===== config.mk =====
export PLATFORM = sky130hd
export DESIGN_NAME = bade_fifo
export DESIGN_NICKNAME = d
export VERILOG_FILES = /design/src/hw/rtl/bade_pkg.sv /design/src/hw/rtl/bade_fifo.sv
export SDC_FILE = /design/constraint.sdc
export NUM_CORES = 1
export LEC_CHECK = 0
export ABC_AREA = 1
export BUFFER_PORTS_ARGS = -buffer_cell sky130_fd_sc_hd__buf_2
export CORE_MARGIN = 3
export CORE_UTILIZATION = 40
export CTS_CLUSTER_DIAMETER = 150
export DETAILED_ROUTE_END_ITERATION = 16
export SYNTH_ARGS = -nofsm -noshare
export SYNTH_HDL_FRONTEND = slang
export SYNTH_SLANG_ARGS = --single-unit

===== constraint.sdc =====
create_clock -name clock -period 5.6 [get_ports clock]
set_input_delay 0.84 -clock clock [delete_from_list [all_inputs] [get_ports clock]]
set_output_delay 0.84 -clock clock [all_outputs]
set_load 0.02 [all_outputs]

===== src/hw/rtl/bade_pkg.sv =====
`default_nettype none
// ============================================================================
// bade_pkg
// Shared types, constants and a helper function for the bitmap and attribute
// display renderer.
// ============================================================================

package bade_pkg;

   // Video memory layout: bitmap first, attributes after it.
   localparam int unsigned BITMAP_DEPTH = 6144;
   localparam int unsigned ATTR_DEPTH   = 768;
   localparam int unsigned BITMAP_AW    = $clog2(BITMAP_DEPTH);
   localparam int unsigned ATTR_AW      = $clog2(ATTR_DEPTH);

   localparam logic [12:0] ATTR_BASE    = 13'h1800;
   localparam logic [12:0] VMEM_LIMIT   = 13'd6912;

   // Lines whose top two bits hold this value (192 and above) lie past the attribute area.
   localparam logic [1:0]  OFFSCREEN_TOP = 2'b11;

   localparam logic [5:0]  FLASH_PERIOD_RESET = 6'd25;
   localparam int unsigned QUEUE_DEPTH_DEFAULT = 4;

   // Beat widths on the streaming ports.
   localparam int unsigned REQ_DATA_W = 40;
   localparam int unsigned REQ_USER_W = 2;
   localparam int unsigned RSP_DATA_W = 48;

   // Action codes carried in req_tuser.
   localparam logic [1:0] ACTION_WRITE  = 2'd0;
   localparam logic [1:0] ACTION_RENDER = 2'd1;
   localparam logic [1:0] ACTION_FRAME  = 2'd2;

   typedef enum logic [1:0] {
      CMD_WRITE_BITMAP,
      CMD_WRITE_ATTR,
      CMD_RENDER,
      CMD_FRAME
   } cmd_kind_type;

   typedef struct packed {
      cmd_kind_type         kind;
      logic [BITMAP_AW-1:0] bitmap_addr;
      logic [ATTR_AW-1:0]   attr_addr;
      logic [7:0]           wdata;
      logic [7:0]           line;
      logic [4:0]           column;
      logic                 offscreen;
   } cmd_type;

   // Expands one bitmap byte into eight palette indices, leftmost pixel in
   // the top nibble. Attribute: ink 2:0, paper 5:3, bright 6, flash 7.
   function automatic logic [31:0] render_pixels(input logic [7:0] bits,
                                                 input logic [7:0] attr,
                                                 input logic       flash_on);
      logic [3:0]  ink;
      logic [3:0]  paper;
      logic [3:0]  tmp;
      logic [31:0] word;
      ink   = {attr[6], attr[2:0]};
      paper = {attr[6], attr[5:3]};
      if (flash_on && attr[7]) begin
         tmp   = ink;
         ink   = paper;
         paper = tmp;
      end
      word = '0;
      for (int i = 0; i < 8; i++) begin
         word[31 - 4*i -: 4] = bits[7 - i] ? ink : paper;
      end
      return word;
   endfunction

endpackage

`default_nettype wire


===== src/hw/rtl/bade_fifo.sv =====
`default_nettype none
// ============================================================================
// bade_fifo
// Short command queue between the front and back halves.
// ============================================================================

module bade_fifo #(
   parameter int unsigned Depth = bade_pkg::QUEUE_DEPTH_DEFAULT
) (
   input  wire logic              clock,
   input  wire logic              reset,
   input  wire logic              push,
   input  wire bade_pkg::cmd_type push_cmd,
   output logic                   full,
   input  wire logic              pop,
   output logic                   valid,
   output bade_pkg::cmd_type      head_cmd
);

   localparam int unsigned PW = $clog2(Depth);
   localparam int unsigned CW = $clog2(Depth + 1);

   bade_pkg::cmd_type entry_ff [Depth];
   logic [PW-1:0] wr_ptr_ff, wr_ptr_in;
   logic [PW-1:0] rd_ptr_ff, rd_ptr_in;
   logic [CW-1:0] count_ff,  count_in;

   assign full     = (count_ff == CW'(Depth));
   assign valid    = (count_ff != '0);
   assign head_cmd = entry_ff[rd_ptr_ff];

   always_comb begin
      wr_ptr_in = wr_ptr_ff;
      rd_ptr_in = rd_ptr_ff;
      count_in  = count_ff;
      if (push) begin
         wr_ptr_in = (wr_ptr_ff == PW'(Depth - 1)) ? '0 : wr_ptr_ff + 1'b1;
      end
      if (pop) begin
         rd_ptr_in = (rd_ptr_ff == PW'(Depth - 1)) ? '0 : rd_ptr_ff + 1'b1;
      end
      if (push && !pop) begin
         count_in = count_ff + 1'b1;
      end else if (pop && !push) begin
         count_in = count_ff - 1'b1;
      end
   end

   always_ff @(posedge clock) begin
      if (reset) begin
         wr_ptr_ff <= '0;
         rd_ptr_ff <= '0;
         count_ff  <= '0;
      end else begin
         wr_ptr_ff <= wr_ptr_in;
         rd_ptr_ff <= rd_ptr_in;
         count_ff  <= count_in;
      end
   end

   always_ff @(posedge clock) begin
      if (push) begin
         entry_ff[wr_ptr_ff] <= push_cmd;
      end
   end

endmodule

`default_nettype wire


**Word-level counts from Yosys, hierarchy flattened**

Memory sizes are Yosys's and may differ from the RTL's. A register that Yosys moved wholly into a read port is not among the register bits.
Index checks and enable logic that the tools add are counted.
W data, S select, Z words.

- Register bits: 7
- Bits in writable memories: 188
- Output and inout bits: 49
- Memories kept: 1

Memory list:

| memory | depth | bits a word | rd ports | clocked after Yosys merged registers in | write ports | RTL line | source |
|---|---|---|---|---|---|---|---|
| entry_ff | 4 | 47 | 1 | 1 | 1 | bade_fifo.sv:23 | `bade_pkg::cmd_type entry_ff [Depth];` |

- $add $sub $neg: 4
- Equality and inequality tests: 3
- Multiplexer cells: 8
- Reduce and logical (&&, ||, !) cells: 6

Operators by type and width:

| cell | number |
|---|---|
| $mux W2 | 4 |
| $mux W3 | 2 |
| $add A2 B1 Y2 const B | 2 |
| $eq A2 B2 Y1 const B | 2 |
| $add A3 B1 Y3 const B | 1 |
| $eq A3 B3 Y1 const B | 1 |
| $reduce_bool A3 Y1 | 1 |
| $sub A3 B1 Y3 const B | 1 |
| $logic_and A1 B1 Y1 | 2 |
| $logic_not A1 Y1 | 2 |
| $mux W1 | 2 |
| $reduce_bool A2 Y1 | 1 |

**Depth between registers and ports, before layout**

Gate-level depths: netlist of the first run.

- Depth in word-level cells: 4
- Gate-level depth with buffers: 10
- Mapped depth without buffers: 10

**Least setup slack after synthesis of the first run**

No wires, ideal clock.

- Path kind: input-to-reg
- Start: input push
- End: memory entry_ff[3][0] (netlist bit), enable pin
- Setup time: 401 ps
- Data arrival time: 1795 ps
- Path slack: 3403 ps
- Cell stages on the path: 2
- Path buffers: 0
- Cell sequence: nand2_1 -> inv_1

- Longest elaborated chain between the ends: 2

Ends and longest elaborated chain:

| what | RTL line | source |
|---|---|---|
| start, declared | bade_fifo.sv:12 | `input wire logic push,` |
| $mux W1 | bade_fifo.sv:62 | `if (push) begin` |
| $mux W1 (not written as such) | bade_fifo.sv:63 | `entry_ff[wr_ptr_ff] <= push_cmd;` |
| end, declared | bade_fifo.sv:23 |  |

No other way between the ends.

==> results of run 1 <==
-- kinds of logic (layout without fill, tap and decap cells) --
family                   Yosys count  in the layout  synth area share, %
AO/OA/AOI/OAI                    147            147                 12.4
XOR/XNOR                           1              1                0.112
adder cells (fa/ha/maj)            7              7                 1.21
buffers and inverters             46            153                 3.64
flip-flops                       197            197                 74.3
other                              0              1                    0
AND/OR/NAND/NOR                  117            117                 8.28
-- layout by cell type (no fill, tap or decap), drive strengths merged --
cell | netlist | final
edfxtp | 188 | 188
buf | 18 | 105
nor2 | 103 | 103
o21ai | 97 | 97
o22ai | 47 | 47
clkbuf | 12 | 20
inv | 16 | 17
nand2 | 9 | 9
dfxtp | 9 | 9
clkinv | 0 | 7
ha | 6 | 6
nor3 | 3 | 3
a21oi | 3 | 3
clkinvlp | 0 | 3
diode | 0 | 1
xor2 | 1 | 1
nand3 | 1 | 1
nand4 | 1 | 1
fa | 1 | 1
bufinv | 0 | 1
-- power by group through the flow --
stage | clock network (W) | logic (W) | registers, W
after floorplan | 0 | 0.000264 | 0.00173
after global placement | 0 | 0.000359 | 0.00175
after detailed placement | 0 | 0.000370 | 0.00176
after CTS | 0.00114 | 0.000371 | 0.00172
after global routing | 0.00120 | 0.000399 | 0.00173
final | 0.00111 | 0.000364 | 0.00172
-- critical path, delay by kind of cell, from the launching register on --
kind	cells	cell delay, ps
AOI/OAI and AO/OA	2	420
DFF	1	960
buffers and inverters	3	960
-- area by class of cell --
cell class | instances | area (um2) | share of cell area (%)
Clock inverter | 12 | 106 | 1.18
Tap cell | 260 | 325 | 3.60
Inverter | 16 | 62.6 | 0.693
Antenna cell | 1 | 2.50 | 0.0277
Timing Repair Buffer | 105 | 541 | 5.98
Clock buffer | 20 | 437 | 4.83
Multi-Input combinational cell | 272 | 1730 | 19.1
Sequential cell | 197 | 5830 | 64.6
-- state kept, by name (all words and copies together), names as in the netlist, named ones only --
register	count
rd_ptr_ff	2
count_ff	3
entry_ff	188
wr_ptr_ff	2
-- per-layer routing --
metal  track usage (%)  up-vias  wire length, um
met5                 0        -               21
met2              25.2      106             7880
li1                  -     2110                -
met3              4.86       18              930
met4              4.28        4              194
met1              18.1     2187             6740
-- path summary, 6_finish.rpt --
kind,startpoint,endpoint,slack [ps],cells after the start
setup reg to reg,wr_ptr_ff[0],entry_ff[3][37],3900,4
hold / removal,wr_ptr_ff[1],wr_ptr_ff[1],540,2
hold reg to reg,wr_ptr_ff[1],wr_ptr_ff[1],540,2
setup / recovery,flop,head_cmd[11],1950,5
-- per-stage QoR --
| step | hold WS (ps) | utilization, % | instance area (um2) | power [W] | setup WS, ps |
|---|---|---|---|---|---|
| 2_1_floorplan | 490 | - | 7840 | 0.00199 | 3400 |
| 3_3_place_gp | 503 | 44.8 | 8490 | 0.00211 | 2450 |
| 3_5_place_dp | 530 | 44.8 | 8490 | 0.00213 | 2350 |
| 4_1_cts | 543 | 47.6 | 9030 | 0.00323 | 1880 |
| 5_1_grt | 575 | 47.6 | 9030 | 0.00333 | 1680 |
| 6_report | 542 | 47.7 | 9030 | 0.00320 | 1950 |
==> flow_summary.yaml, run 1 <==
run_status:
  status: "finished, final reports clean"
floorplan:
  row_count: 50
  coreArea_um2: 19000
  die_x_um: 146
  ios: 100
  dieArea_um2: 21300
  die_h_um: 146
  start_util_pct: 41.4
global_routing:
  gr-total-overflow: 0
  grt_max_degree: 96
  antenna_found_initial: 2
  first_global_vias: 4610
  grt_use_total_pct: 14.8
  grt_pass1_wl_um: 24200
synthesis:
  yosys_warnings: 0
  ys_seq_elements: 197
  synth_top_area_share_pct: 72.0
  synthTopCellsByArea: "edfxtp_1, o21ai_0, o22ai_2"
  synth_top_cells_by_count: "edfxtp_1, o21ai_0, nor2_1, nor2_4, o22ai_2"
  synth_ff_type: "edfxtp_1"
  async_reset_ff_share_pct: 0
  netlist_instances: 515
  synthesis.area_um2: 7840
  synthesis.nets: 573
  synth_cell_type_count: 25
  yosysSeqAreaShare_pct: 74.3
  yosysMostFrequentCell: "edfxtp_1"
  syn_area_per_cell_um2: 15.2
  synth_edf_count: 188
  synth_top_area_cell: "edfxtp_1"
detailed_routing:
  ant_nets: 0
  drt_pass1_iterations: 4
  vias: 4425
  initialDrtViolationCount: 230
  drt-wirelength-per-cell_um: 17.9
  route.detailed.drc: 0
  routed_wl_um: 15800
  vias_per_cell: 5.01
setup_path:
  cp_cell_sequence: "inv_4 > buf_4 > o21ai_0 > o22ai_1 > buf_2"
  arrival_ps: 2810
  crit_path_max_fanout: 95
  required_ps: 4760
  cp-end-kind: "output port"
  cpPeakStageDelay_ps: 960
  cp-start-kind: "flop"
  cpMaxStageDelayCell: "dfxtp_4"
  path_class: "flop to output port"
placement:
  dp_hpwl_um: 8740
  placedCellCount: 850
  numPortBuffers: 99
  place.gp.congestion: 0.743
layout:
  final_nets: 667
  drive_gt1_share_pct: 31.8
  area_growth_pct: 15.2
  n_fill_cell: 1617
  final_cell_count_no_fill: 883
sta:
  slew_headroom_pct: 32.6
  setup_violations: 0
  grt_setup_unrepaired: "no"
  worstMarginPinSlew_ps: 1010
  maxSlewViolCount: 0
  layout_min_cycle_time_ps: 3650
  skew_ps: 6.15
  final.period_utilization_pct: 65.2
  hold_viol: 0
  max_freq_ghz: 0.274
  tns_ps: 0
clock_network:
  cts_sinks: 197
  ctsResizeCount: 0
  htree_levels: 4
  cts_setup_buffers: 0
  cts_tree: "yes"
  cts_root_buffer: "clkbuf_16"
  cts_buffer_depth: 2
  numCtsBuffers: 17
  cts_hold_buf: 0
  clk_latency_ps: 420
  cts.clk_slew.worst_paths_ps: 70
power_and_ir_drop:
  internal_power_w: 0.00241
  power-per-cell-area_nw_per_um2: 354
  power_leakage_nw: 3.13
  peakVddDrop_mv: 0.217
  p_switching_w: 0.000786
  comb_power_share_pct: 11.4
  power.share.clock_pct: 34.7
  p_sw_share_pct: 24.6
  p_seq_share_pct: 53.9
hold_path:
  hp-class: "flop to flop"
run:
  max_cap_violations: 0
Power figures use the tool's default switching activity.
==> run 2: changes to the inputs <==
Clock period 5.6 ns to 3.7 ns, I/O delays scaled along.
==> flow_summary.yaml, run 2 (synthesis results as in run 1) <==
floorplan:
  die_x_um: 146
  die_h_um: 146
  ios: 100
  row_count: 50
  start_util_pct: 41.4
  coreArea_um2: 19000
  dieArea_um2: 21300
layout:
  layout_commonest_cell: "edfxtp_1"
  area_growth_pct: 15.6
  largest_reg_flops: 188
  final_nets: 672
  reg_top3: "entry_ff: 188 flops, count_ff: 3 flops"
  mostFrequentLayoutCells: "edfxtp_1, buf_2, o21ai_0"
  drive_gt1_share_pct: 32.1
  top_register: "entry_ff"
  fin_util_pct: 47.8
setup_path:
  cp-start-kind: "flop"
  ff2ff_setup_slack_ps: 1690
  cp_top_family: "buffers and inverters"
  cpPeakStageDelay_ps: 470
  crit_path_max_fanout: 39
  critical_path_buf_inv_count: 3
  path_class: "flop to output port"
  r2r.worst_path.cells: 5
  cp-end-kind: "output port"
  arrival_ps: 2290
  cp_cell_sequence: "inv_4 > buf_4 > o21ai_0 > o22ai_2 > buf_2"
  required_ps: 3140
  cpMaxStageDelayCell: "inv_4"
  cp_num_cells: 5
clock_network:
  htree_levels: 4
  cts_sinks: 197
  cts.clk_slew.worst_paths_ps: 60
  cts_setup_buffers: 0
  cts_tree: "yes"
  cts_hold_buf: 0
  numCtsBuffers: 17
  ctsResizeCount: 0
  clk_latency_ps: 420
  cts_buffer_depth: 2
  cts_root_buffer: "clkbuf_16"
global_routing:
  grt_use_total_pct: 15.4
  grt_pass1_wl_um: 25400
  first_global_vias: 4647
  antenna_found_initial: 0
  grt_max_degree: 85
  gr-total-overflow: 0
detailed_routing:
  vias_per_cell: 4.96
  route.detailed.drc: 0
  drt-wirelength-per-cell_um: 17.9
  initialDrtViolationCount: 186
  routed_wl_um: 15900
  vias: 4396
  ant_nets: 0
  drt_pass1_iterations: 4
sta:
  grt_setup_unrepaired: "no"
  slew_headroom_pct: 32.3
  maxSlewViolCount: 0
  tns_ps: 0
  setup_violations: 0
  layout_min_cycle_time_ps: 2850
  hold_viol: 0
  hold_ws_ps: 347
  worstMarginPinSlew_ps: 1010
  final.period_utilization_pct: 77.0
  max_freq_ghz: 0.351
  final.setup.worst_slack_ps: 853
  skew_ps: 9.48
hold_path:
  hold_depth: 1
  hp-class: "primary input to flop"
power_and_ir_drop:
  power_leakage_nw: 3.16
  power-per-cell-area_nw_per_um2: 532
  peakVddDrop_mv: 0.335
  p_total_w: 0.00482
placement:
  numPortBuffers: 99
  place_ws_ps: 1280
  dp_hpwl_um: 9260
  place.gp.congestion: 0.740
run_status:
  status: "finished, final reports clean"
run:
  max_cap_violations: 0
==> run 2: area by class of cell <==
| type | instances | area (um2) |
|---|---|---|
| diodes | 1 | 2.50 |
| clock buffers | 20 | 437 |
| clock inverters | 11 | 86.3 |
| fillers | 1669 | 9890 |
| inverters | 16 | 62.6 |
| multi-input cells | 272 | 1730 |
| flip-flops and latches | 197 | 5830 |
| well taps | 260 | 325 |
| repair buffers | 110 | 591 |
==> run 2: worst paths after layout <==
check,end,from
max,head_cmd[46],flop
min,entry_ff[2][14],push_cmd[14]
max reg2reg,entry_ff[0][2],wr_ptr_ff[0]
min reg2reg,wr_ptr_ff[1],wr_ptr_ff[1]
==> run 2: stage by stage <==
step,area [um2],instances
floorplan,7840,515
global placement,8540,855
detailed placement,8540,855
CTS,9060,886
global route,9060,886
finish,9060,887
==> run 2: per-layer routing <==
| layer | wire [um] | track usage (%) |
|---|---|---|
| met2 | 8120 | 26.0 |
| met1 | 6920 | 19.5 |
| met4 | 122 | 4.42 |
| met3 | 697 | 4.45 |
| met5 | 0 | 0 |
==> run 2: where the power goes <==
part	switching (W)	leakage, nW	total (W)	internal, W
logic	0.000407	1.10	0.000592	0.000185
clock network	0.000741	0.255	0.00166	0.000914
registers	0.0000299	1.80	0.00258	0.00255
total	0.00118	3.16	0.00482	0.00365
