## src/hw/rtl/bade_pkg.sv

```systemverilog
`default_nettype none
// ============================================================================
// bade_pkg
// Shared types, constants and a helper function for the bitmap and attribute
// display renderer.
// ============================================================================

package bade_pkg;

   // Video memory layout: bitmap first, attributes after it.
   localparam int unsigned BITMAP_DEPTH = 6144;
   localparam int unsigned ATTR_DEPTH   = 768;
   localparam int unsigned BITMAP_AW    = $clog2(BITMAP_DEPTH);
   localparam int unsigned ATTR_AW      = $clog2(ATTR_DEPTH);

   localparam logic [12:0] ATTR_BASE    = 13'h1800;
   localparam logic [12:0] VMEM_LIMIT   = 13'd6912;

   // Lines whose top two bits hold this value (192 and above) lie past the attribute area.
   localparam logic [1:0]  OFFSCREEN_TOP = 2'b11;

   localparam logic [5:0]  FLASH_PERIOD_RESET = 6'd25;
   localparam int unsigned QUEUE_DEPTH_DEFAULT = 4;

   // Beat widths on the streaming ports.
   localparam int unsigned REQ_DATA_W = 40;
   localparam int unsigned REQ_USER_W = 2;
   localparam int unsigned RSP_DATA_W = 48;

   // Action codes carried in req_tuser.
   localparam logic [1:0] ACTION_WRITE  = 2'd0;
   localparam logic [1:0] ACTION_RENDER = 2'd1;
   localparam logic [1:0] ACTION_FRAME  = 2'd2;

   typedef enum logic [1:0] {
      CMD_WRITE_BITMAP,
      CMD_WRITE_ATTR,
      CMD_RENDER,
      CMD_FRAME
   } cmd_kind_type;

   typedef struct packed {
      cmd_kind_type         kind;
      logic [BITMAP_AW-1:0] bitmap_addr;
      logic [ATTR_AW-1:0]   attr_addr;
      logic [7:0]           wdata;
      logic [7:0]           line;
      logic [4:0]           column;
      logic                 offscreen;
   } cmd_type;

   // Expands one bitmap byte into eight palette indices, leftmost pixel in
   // the top nibble. Attribute: ink 2:0, paper 5:3, bright 6, flash 7.
   function automatic logic [31:0] render_pixels(input logic [7:0] bits,
                                                 input logic [7:0] attr,
                                                 input logic       flash_on);
      logic [3:0]  ink;
      logic [3:0]  paper;
      logic [3:0]  tmp;
      logic [31:0] word;
      ink   = {attr[6], attr[2:0]};
      paper = {attr[6], attr[5:3]};
      if (flash_on && attr[7]) begin
         tmp   = ink;
         ink   = paper;
         paper = tmp;
      end
      word = '0;
      for (int i = 0; i < 8; i++) begin
         word[31 - 4*i -: 4] = bits[7 - i] ? ink : paper;
      end
      return word;
   endfunction

endpackage

`default_nettype wire

```

## src/hw/rtl/bade_front.sv

```systemverilog
`default_nettype none
// ============================================================================
// bade_front
// Accepts request beats, decodes the action and computes memory addresses.
// ============================================================================

module bade_front (
   input  wire logic                            req_tvalid,
   output logic                                 req_tready,
   input  wire logic [bade_pkg::REQ_DATA_W-1:0] req_tdata,
   input  wire logic [bade_pkg::REQ_USER_W-1:0] req_tuser,
   input  wire logic                            q_full,
   output logic                                 q_push,
   output bade_pkg::cmd_type                    q_cmd
);

   logic [12:0] waddr;
   logic [7:0]  wdata;
   logic [7:0]  line;
   logic [4:0]  column;
   logic [7:0]  row;
   logic        offscreen;
   logic        keep;

   assign waddr  = req_tdata[12:0];
   assign wdata  = req_tdata[20:13];
   assign line   = req_tdata[28:21];
   assign column = req_tdata[33:29];

   // Display rows interleave: line bits 0-2 and 3-5 trade places.
   assign row       = {line[7:6], line[2:0], line[5:3]};
   assign offscreen = (line[7:6] == bade_pkg::OFFSCREEN_TOP);

   assign req_tready = !q_full;

   always_comb begin
      q_cmd        = '0;
      q_cmd.wdata  = wdata;
      q_cmd.line   = line;
      q_cmd.column = column;
      q_cmd.offscreen = offscreen;
      keep         = 1'b0;
      unique case (req_tuser)
         bade_pkg::ACTION_WRITE: begin
            q_cmd.bitmap_addr = waddr;
            q_cmd.attr_addr   = waddr[bade_pkg::ATTR_AW-1:0];
            if (waddr < bade_pkg::ATTR_BASE) begin
               q_cmd.kind = bade_pkg::CMD_WRITE_BITMAP;
               keep       = 1'b1;
            end else if (waddr < bade_pkg::VMEM_LIMIT) begin
               q_cmd.kind = bade_pkg::CMD_WRITE_ATTR;
               keep       = 1'b1;
            end
         end
         bade_pkg::ACTION_RENDER: begin
            q_cmd.kind = bade_pkg::CMD_RENDER;
            keep       = 1'b1;
            // Past the attribute area the attribute reads as zero, which
            // paints the cell with index zero, so the addresses are parked.
            if (!offscreen) begin
               q_cmd.bitmap_addr = {row, column};
               q_cmd.attr_addr   = {line[7:3], column};
            end
         end
         bade_pkg::ACTION_FRAME: begin
            q_cmd.kind = bade_pkg::CMD_FRAME;
            keep       = 1'b1;
         end
         default: begin
            keep = 1'b0;
         end
      endcase
   end

   assign q_push = req_tvalid && req_tready && keep;

endmodule

`default_nettype wire

```

## config.mk

```make
export PLATFORM = sky130hd
export DESIGN_NAME = bade_front
export DESIGN_NICKNAME = d
export VERILOG_FILES = /design/src/hw/rtl/bade_pkg.sv /design/src/hw/rtl/bade_front.sv
export SDC_FILE = /design/constraint.sdc
export NUM_CORES = 1
export LEC_CHECK = 0
export BUFFER_PORTS_ARGS = -buffer_cell sky130_fd_sc_hd__buf_2
export CORE_ASPECT_RATIO = 0.9
export CORE_MARGIN = 2
export CORE_UTILIZATION = 28
export DETAILED_ROUTE_END_ITERATION = 6
export PLACE_DENSITY = 0.85
export SYNTH_ARGS = -nofsm -noshare
export SYNTH_HDL_FRONTEND = slang
export SYNTH_SLANG_ARGS = --single-unit
```

## constraint.sdc

```tcl
create_clock -name vclk -period 1.7
set_input_delay 0.34 -clock vclk [all_inputs]
set_output_delay 0.34 -clock vclk [all_outputs]
set_load 0.1 [all_outputs]
```

# ---- Word-level counts from Yosys, hierarchy flattened
# Index checks and enable logic that the tools add are counted.
dict set report word_totals {
  ff_bits 0
}
dict set report op_classes {
  magnitude_cmp 2
  eq_ne 3
  muxes 8
  reduce_logical 5
}
# cell count
set op_table {}
lappend op_table {{$pmux 23 s2} 1}
lappend op_table {{$lt 13x13->1 const B} 2}
lappend op_table {{$mux 23} 1}
lappend op_table {{$pmux 2 s3} 1}
lappend op_table {{$eq 2x2->1 const B} 2}
lappend op_table {{$mux 1} 4}
lappend op_table {{$eq 2x1->1 const B} 1}
lappend op_table {{$logic_and 1x1->1} 2}
lappend op_table {{$logic_not 2->1} 1}
lappend op_table {{$pmux 1 s2} 1}
lappend op_table {{$reduce_or 2->1} 1}
lappend op_table {{$logic_not 1->1} 1}

# ---- Depth between registers and ports, before layout
# Gate-level depths: netlist of run 1.
dict set report depth {
  ltp_word 5
  ltp_mapped 6
  mapped_depth_nobuf 5
}

# ---- Least setup slack after synthesis of run 1
# Ideal clock, no wire load.
dict set report synth_path {
  path_kind {input -> output}
  startpoint {input port req_tuser[1] (netlist name)}
  endpoint {output port q_push}
  arrival_ps 2819
  setup_slack_ps -1459
  stages 4
  n_path_buf 0
  cell_sequence {inv_1 > ha_1 > inv_1 > a21oi_1}
}
dict set report synth_between {
  elab_chain_len 4
}
# item line_no
set synth_rtl {}
lappend synth_rtl {{from (decl)} bade_front.sv:11} ;# input wire logic [bade_pkg::REQ_USER_W-1:0] req_tuser,
lappend synth_rtl {{$eq 2x2->1 / $eq 2x1->1 (equally long branches)} bade_front.sv:43} ;# unique case (req_tuser)
lappend synth_rtl {{$reduce_or 2->1 (no line)} n/a}
lappend synth_rtl {{$pmux 1 s2 (*)} bade_front.sv:43}
lappend synth_rtl {{$logic_and 1x1->1 (*)} bade_front.sv:75} ;# assign q_push = req_tvalid && req_tready && keep;
lappend synth_rtl {{to (decl)} bade_front.sv:13} ;# output logic q_push,
# Every way passes the cells marked *; elsewhere a longest branch is shown, timed or not.

==> reports/qor.yml, run 1 <==
power_and_ir_drop:
  finalPower_w: 0.000849
  power.switching_w: 0.000571
  pwr_dens_nw_per_um2: 611
  static-leakage-power_nw: 0.708
  power.internal_w: 0.000278
  clock_power_share_pct: 0
  switching_power_as_a_share_of_total_power_pct: 67.3
  p_seq_share_pct: 0
  worst_ir_drop_on_vdd_mv: 0.507
  power.combinational.fraction_pct: 100.0
routing:
  post-route-drc-count: 0
  drt-initial-drc-count: 4
  wl_microns: 1930
  via_per_inst: 4.45
  firstDrtPassIters: 4
  detail-route-antenna-nets: 0
  vias: 668
  avgRoutedWirePerCell_microns: 12.9
logic_synthesis:
  synth.avg_cell_area_sq_um: 7.09
  synth_sequential_area_ratio_pct: 0
  postSynthCellCount: 72
  synth.net_count: 119
  synth.yosys.warnings: 0
  synth.lib_cells_used.distinct: 16
  netlist_area_sq_um: 510
timing:
  report.final.hold_viol_count: 0
  clock_period_minus_worst_slack_ps: 1760
  timing.max_slew.rel_slack_pct: 67.0
  rsz0062_at_grt: "yes"
  layout_worst_path_cycle_share_pct: 103
  timing.final.max_slew_violations: 0
  tightestPinTransition_ps: 499
  timing.fmax_mhz: 569
  finalSetupViolCount: 17
  post-route-worst-setup-slack_ps: -56.3
floorplanning:
  die_height_microns: 44.5
  std_cell_rows: 14
  num_io_pins: 93
  floorplan.initialDensity_pct: 30.0
  floorplan.die.width_microns: 49.0
  die_area_sq_um: 2180
  placeableCoreArea_sq_um: 1700
clock_network:
  hold_buffers: 0
global_route:
  first_global_vias: 725
  gr-usage-all-layers_pct: 17.2
  grt_remaining_overflow: 0
  grt_antenna_before_repair: 0
  maximum_number_of_pins_on_one_net_before_global_route_repair: 9
  grt_first_pass_wirelength_microns: 2970
final_layout:
  area_added_between_synthesis_and_finish_pct: 172
  most_common_cell_after_layout_fill_and_taps_aside: "sky130_fd_sc_hd__buf_2"
  num-fill-cells: 102
  final_design_utilization_pct: 81.8
  layout-drive-gt1-share_pct: 89.7
  final.clkbuf_count: 0
  nFlopsAndLatches: 0
  fin_nets: 175
  ff_latch_area_sq_um: 0
  most-common-layout-cells: "sky130_fd_sc_hd__buf_2, sky130_fd_sc_hd__buf_12, sky130_fd_sc_hd__a22o_4"
  final_antenna_diode_count: 0
  multi_input_comb_area_sq_um: 438
worst_setup_path:
  worstPathMaxFanout: 8
  data_arrival_at_the_endpoint_of_the_critical_path_ps: 1420
  timing.critical_path.from_type: "input pin"
  critical_path_class: "input pin to output port"
  cp-end-kind: "output port"
  worst_ep_required_time_ps: 1360
run_status:
  failed_checks: "negative setup slack"
  run_status: "finished with violations"
flow_run:
  maxCapViolations: 0
min_path:
  worst_hold_path_type: "input pin to output port"
placed_design:
  hpwl_microns: 1630
  buffer_ports.inserted: 71
  gp_congestion: 0.711
-- repair_timing --
action | CTS | global route
setup buffers | 7 | 1
gates cloned | 0 | 0
endpoints found under the setup margin | 23 | 22
pin swaps | 4 | 5
gates resized for setup | 14 | 6
-- synth_stat cells, drive strengths merged --
| cell | number | area, sq um |
|---|---|---|
| mux2i | 1 | 10.0 |
| a22o | 9 | 80.1 |
| nand3b | 2 | 15.0 |
| inv | 4 | 15.0 |
| nand2 | 14 | 52.6 |
| a21boi | 1 | 11.3 |
| o21ai | 1 | 5.00 |
| a21oi | 2 | 13.8 |
| ha | 3 | 37.5 |
| nor2 | 1 | 3.75 |
| nand4 | 1 | 12.5 |
| buf | 32 | 248 |
| and2 | 1 | 6.26 |
-- final cells by class --
class              count  share of cell area, %
multi-input cells     36                   31.5
inverters              4                   1.35
repair buffers        86                   65.0
well taps             24                   2.16
-- critical path: stages --
cell and delay (ps):
sky130_fd_sc_hd__buf_8 80, sky130_fd_sc_hd__clkinvlp_4 100, sky130_fd_sc_hd__buf_6 140, sky130_fd_sc_hd__ha_4 190, sky130_fd_sc_hd__buf_6 130, sky130_fd_sc_hd__a22o_4 260
sky130_fd_sc_hd__buf_12 170
-- kinds of logic (layout without fill, tap and decap cells) --
group                      after synthesis  count (layout)  share of synthesized area (%)
AOI/OAI and AO/OA                       13              13                           21.6
and+or+nand+nor                         19              19                           17.6
buffers and inverters                   36              90                           51.5
adders and majority gates                3               3                           7.35
muxes                                    1               1                           1.96
-- final timing paths --
kind                     startpoint   endpoint  depth (start not counted)
worst max-delay path   req_tuser[1]  q_cmd[35]                          7
worst min-delay path  req_tdata[19]  q_cmd[20]                          0
-- power groups by stage --
stage / sequential (W) / clock, W / combinational [W]
2_1_floorplan: 0 / 0 / 0.000709
3_5_place_dp: 0 / 0 / 0.000817
4_1_cts: 0 / 0 / 0.000843
5_1_grt: 0 / 0 / 0.000871
3_3_place_gp: 0 / 0 / 0.000808
6_report: 0 / 0 / 0.000849
-- through the flow --
stage	cells	setup TNS [ps]	setup slack [ps]	area, sq um	hold slack (ps)
2_1_floorplan	72	-1770	-235	754	868
3_3_place_gp	142	-2330	-144	1250	681
3_5_place_dp	142	-2950	-185	1250	681
4_1_cts	149	-719	-52.9	1360	681
5_1_grt	150	-1560	-89.0	1390	680
6_report	150	-877	-56.3	1390	680
-- per-layer routing --
layer	GRT usage [%]	vias to the layer above	share of wire (%)
met5	0	-	0
met4	2.86	0	0.52
met1	14.1	305	25
met3	3.04	4	8.6
met2	41.9	40	65
li1	-	319	-
Power figures use the tool's default switching activity.
==> run 2, diff against run 1 <==
--- a/config.mk
+++ b/config.mk
@@ -5,12 +5,13 @@
 export SDC_FILE = /design/constraint.sdc
 export NUM_CORES = 1
 export LEC_CHECK = 0
+export ABC_AREA = 1
 export BUFFER_PORTS_ARGS = -buffer_cell sky130_fd_sc_hd__buf_2
 export CORE_ASPECT_RATIO = 0.9
 export CORE_MARGIN = 2
-export CORE_UTILIZATION = 28
+export CORE_UTILIZATION = 29
 export DETAILED_ROUTE_END_ITERATION = 6
-export PLACE_DENSITY = 0.85
+export PLACE_DENSITY = 0.84
 export SYNTH_ARGS = -nofsm -noshare
 export SYNTH_HDL_FRONTEND = slang
 export SYNTH_SLANG_ARGS = --single-unit
==> constraint.sdc (replaced) <==
create_clock -name vclk -period 1.9
set_input_delay 0.38 -clock vclk [all_inputs]
set_output_delay 0.38 -clock vclk [all_outputs]
set_load 0.1 [all_outputs]
==> run 2 against run 1 <==
The flow now finishes without violations. Global-route usage fell by 0.42 points. Worst hold slack better by 80 ps. Clock-buffer cell count unchanged. Sequential share of layout area did not move. Die area up 4.4%. Final area shrank 14%. Synthesized cell count rose by 36%. Via count up 6.1%. Synthesized area up 8.6%. Routed wire length is 0.93% higher. Non-clock buffer count down 13. Critical path type unchanged.
==> reports/qor.yml, run 2 <==
timing:
  timing.final.max_slew_violations: 0
  totalNegativeSetupSlack_ps: 0
  layout_worst_path_cycle_share_pct: 93.6
  timing.fmax_mhz: 562
  rsz0062_at_grt: "no"
  tightestPinTransition_ps: 494
  clock_period_minus_worst_slack_ps: 1780
  finalSetupViolCount: 0
  timing.max_slew.rel_slack_pct: 67.3
  report.final.hold_viol_count: 0
routing:
  wl_microns: 1950
  detail-route-antenna-nets: 0
  avgRoutedWirePerCell_microns: 12.0
  vias: 709
  post-route-drc-count: 0
  drt-initial-drc-count: 4
  via_per_inst: 4.38
  firstDrtPassIters: 4
final_layout:
  most_common_cell_after_layout_fill_and_taps_aside: "sky130_fd_sc_hd__buf_2"
  num-fill-cells: 129
  fin_nets: 187
  ff_latch_area_sq_um: 0
  layout-drive-gt1-share_pct: 62.3
  area_added_between_synthesis_and_finish_pct: 115
  most-common-layout-cells: "sky130_fd_sc_hd__buf_2, sky130_fd_sc_hd__nand2_1, sky130_fd_sc_hd__buf_12"
  final_antenna_diode_count: 0
  final.clkbuf_count: 0
  nFlopsAndLatches: 0
  final_design_utilization_pct: 68.8
logic_synthesis:
  synth.lib_cells_used.distinct: 11
  synthesized_area_fraction_occupied_by_and_or_nand_nor_cells_pct: 39.3
  synth_largest_type_area_fraction_pct: 40.6
  synthAdderAreaFrac_pct: 6.77
  netlist.top_cell.by_area: "sky130_fd_sc_hd__buf_4"
  synth.avg_cell_area_sq_um: 5.66
  synthTopCellsByCount: "sky130_fd_sc_hd__nand2_1, sky130_fd_sc_hd__buf_4, sky130_fd_sc_hd__nand3_1"
  synthXorXnorAreaFrac_pct: 0
  synth_sequential_area_ratio_pct: 0
  synth.yosys.warnings: 0
  post_synth_mux_area_share_pct: 0
  postSynthCellCount: 98
  synth_top_family_by_area: "buffers and inverters"
  synth.net_count: 145
  synth.top_cells.by_area: "sky130_fd_sc_hd__buf_4, sky130_fd_sc_hd__nand2_1, sky130_fd_sc_hd__nand3_1, sky130_fd_sc_hd__ha_1, sky130_fd_sc_hd__buf_6"
  synthMostInstantiatedCell: "sky130_fd_sc_hd__nand2_1"
  synth_compound_area_share_pct: 1.81
  netlist_area_sq_um: 554
placed_design:
  gp_congestion: 0.668
  buffer_ports.inserted: 71
  hpwl_microns: 1780
floorplanning:
  floorplan.initialDensity_pct: 32.0
  num_io_pins: 93
  std_cell_rows: 14
  floorplan.die.width_microns: 50.1
  placeableCoreArea_sq_um: 1730
  die_height_microns: 45.5
  die_area_sq_um: 2280
worst_setup_path:
  worst_path_max_delay_cell: "sky130_fd_sc_hd__ha_1"
  worst_path_dominant_cell_family: "buffers and inverters"
  data_arrival_at_the_endpoint_of_the_critical_path_ps: 1400
  critical-path-top-cell-by-count: "sky130_fd_sc_hd__buf_12"
  timing.critical_path.from_type: "input pin"
  crit_chain: "buf_2 -> inv_1 -> ha_1 -> buf_12 -> nand3_1 -> nand2_4 -> buf_12"
  timing.critical_path.from: "req_tuser[1]"
  critical_path.n_buffers_inverters: 4
  worst_ep_required_time_ps: 1520
  cp-end-kind: "output port"
  critical_path_class: "input pin to output port"
  max_stage_delay_ps: 210
  worstPathMaxFanout: 13
flow_run:
  maxCapViolations: 0
min_path:
  worst_hold_path_type: "input pin to output port"
  holdCritStartpoint: "req_tdata[16]"
power_and_ir_drop:
  worst_ir_drop_on_vdd_mv: 0.345
  static-leakage-power_nw: 0.644
  pwr_dens_nw_per_um2: 592
run_status:
  run_status: "finished, final reports clean"
global_route:
  grt_remaining_overflow: 0
  gr-usage-all-layers_pct: 16.8
  maximum_number_of_pins_on_one_net_before_global_route_repair: 14
  first_global_vias: 697
  grt_first_pass_wirelength_microns: 3040
  grt_antenna_before_repair: 0
clock_network:
  ctsResizeCount: 0
  post_cts.repair.setup_buffers: 0
  hold_buffers: 0
[run 2: cell types whose count changed after synthesis, sizes merged, moves of 2 or more]
cell    before  now
inv          4    8
nand3        0   12
a22o         9    0
nand2       14   38
nand3b       2    0
[run 2: per-layer routing]
layer / vias up / share of wire, % / track usage, %
li1: 350 / - / -
met1: 308 / 33 / 16.1
met2: 45 / 56 / 37.9
met3: 6 / 10 / 2.63
met4: 0 / 0.82 / 2.22
met5: - / 0 / 0
[run 2: final timing paths]
check | to | depth (start not counted)
worst min-delay path | q_cmd[17] | 0
worst max-delay path | q_cmd[23] | 7
[run 2: through the flow]
step	std cells	power, W	area (sq um)	worst slack, ps	hold slack (ps)
floorplan	98	0.000601	676	-73.2	971
global placement	162	0.000701	1190	149	761
detailed placement	162	0.000710	1190	99.7	761
CTS	162	0.000711	1190	98.4	761
global route	162	0.000727	1190	25.4	760
finish	162	0.000707	1190	121	760
[run 2: cell type report]
type	count	area, sq um	area share (%)
Tap cell	24	30.0	2.52
Timing Repair Buffer	73	773	64.8
Multi-Input combinational cell	57	360	30.2
Inverter	8	30.0	2.52
[run 2: cell families after synthesis]
| group | after synthesis |
|---|---|
| buffers and inverters | 41 |
| AND/OR/NAND/NOR | 52 |
| adder cells (fa/ha/maj) | 3 |
| AO/OA/AOI/OAI | 2 |
[run 2: report_power, final]
part           total (W)  switching [W]  internal (W)
sequential             0              0             0
combinational   0.000707       0.000502      0.000205
clock                  0              0             0
==> run 3, diff against run 2 <==
--- a/config.mk
+++ b/config.mk
@@ -11,7 +11,7 @@
 export CORE_MARGIN = 2
 export CORE_UTILIZATION = 29
 export DETAILED_ROUTE_END_ITERATION = 6
-export PLACE_DENSITY = 0.84
+export PLACE_DENSITY = 0.95
 export SYNTH_ARGS = -nofsm -noshare
 export SYNTH_HDL_FRONTEND = slang
 export SYNTH_SLANG_ARGS = --single-unit
==> run 3 against run 2 <==
Clock-buffer cell count unchanged. Maximum frequency down 1.3%. Core utilization unchanged. Final area unchanged. Total power down 0.10%. Routed wire length down 2.2%. Worst hold slack unchanged. Combinational power about the same. Critical endpoint is now q_cmd[37]. Highest routed layer is now met3.
==> reports/qor.yml, run 3 (synthesized netlist as in run 2, its figures left out) <==
worst_setup_path:
  data_arrival_at_the_endpoint_of_the_critical_path_ps: 1420
  critical_path_class: "input pin to output port"
  cp-end-kind: "output port"
  critical-path-top-cell-by-count: "sky130_fd_sc_hd__buf_12"
  timing.critical_path.from_type: "input pin"
  worstPathMaxFanout: 13
  critical_path.n_buffers_inverters: 4
  crit_chain: "buf_2 -> inv_1 -> ha_1 -> buf_12 -> nand3_1 -> nand2_4 -> buf_12"
  max_stage_delay_ps: 220
  worst_path_max_delay_cell: "sky130_fd_sc_hd__ha_1"
  worst_ep_required_time_ps: 1520
  worst_path_dominant_cell_family: "buffers and inverters"
final_layout:
  area_added_between_synthesis_and_finish_pct: 115
  most-common-layout-cells: "sky130_fd_sc_hd__buf_2, sky130_fd_sc_hd__nand2_1, sky130_fd_sc_hd__buf_12"
  num-fill-cells: 127
  final.clkbuf_count: 0
  fin_nets: 187
  most_common_cell_after_layout_fill_and_taps_aside: "sky130_fd_sc_hd__buf_2"
  layoutNonFillerInstCount: 162
  postLayoutCellArea_sq_um: 1190
  ff_latch_area_sq_um: 0
  nFlopsAndLatches: 0
  final_antenna_diode_count: 0
  layout-drive-gt1-share_pct: 62.3
global_route:
  maximum_number_of_pins_on_one_net_before_global_route_repair: 14
  gr-usage-met1_pct: 16.9
  grt_remaining_overflow: 0
  met2_usage_pct: 34.7
  grtUsageMet3_pct: 4.28
  gr-usage-all-layers_pct: 16.4
  first_global_vias: 650
  grt_antenna_before_repair: 0
  busiest_metal_layer_after_global_routing: "met2"
  grt_first_pass_wirelength_microns: 2920
placed_design:
  buffer_ports.inserted: 71
  hpwl_microns: 1760
  gp_congestion: 0.677
  post-place-cells: 162
  placed_cell_area_sq_um: 1190
routing:
  detail-route-antenna-nets: 0
  via_per_inst: 4.36
  wl_microns: 1910
  avgRoutedWirePerCell_microns: 11.8
  firstDrtPassIters: 4
  vias: 707
  post-route-drc-count: 0
  drt-initial-drc-count: 9
timing:
  finalSetupViolCount: 0
  clock_period_minus_worst_slack_ps: 1800
  rsz0062_at_grt: "no"
  totalNegativeSetupSlack_ps: 0
  timing.final.max_slew_violations: 0
  report.final.hold_viol_count: 0
  tightestPinTransition_ps: 492
  timing.fmax_mhz: 555
  layout_worst_path_cycle_share_pct: 94.9
  timing.max_slew.rel_slack_pct: 67.4
flow_run:
  maxCapViolations: 0
power_and_ir_drop:
  static-leakage-power_nw: 0.644
  finalPower_w: 0.000706
  worst_ir_drop_on_vdd_mv: 0.337
  pwr_dens_nw_per_um2: 591
min_path:
  worst_hold_path_type: "input pin to output port"
floorplanning:
  placeableCoreArea_sq_um: 1730
  die_height_microns: 45.5
  num_io_pins: 93
  std_cell_rows: 14
  floorplan.initialDensity_pct: 32.0
  die_area_sq_um: 2280
  floorplan.die.width_microns: 50.1
clock_network:
  post_cts.repair.setup_buffers: 0
  ctsResizeCount: 0
  hold_buffers: 0
run_status:
  run_status: "finished, final reports clean"
==> run 3: routing by layer <==
metal	up-vias	part of all wire, %	wire (microns)
met5	-	0	0
met4	0	0	0
met3	0	12	235
met2	43	54	1040
met1	315	33	632
li1	349	-	-
==> run 3: final cells by class <==
class	count	area, sq um	area share, %
inverters	8	30.0	2.52
multi-input cells	57	360	30.2
well taps	24	30.0	2.52
repair buffers	73	773	64.8
==> run 3: path summary, 6_finish.rpt <==
check | from | endpoint | cells past startpoint
worst max-delay path | req_tuser[1] | q_cmd[37] | 7
worst min-delay path | req_tdata[13] | q_cmd[14] | 0
==> run 3: power breakdown <==
part           internal [W]  switching (W)
sequential                0              0
clock                     0              0
combinational      0.000205       0.000501
==> run 3: metrics by stage <==
step	hold slack, ps	setup WS (ps)	util, %
5_1_grt	760	17.9	68.8
2_1_floorplan	971	-73.2	-
4_1_cts	761	78.3	68.8
6_report	760	97.1	68.8
3_3_place_gp	761	157	68.8
3_5_place_dp	761	78.2	68.8
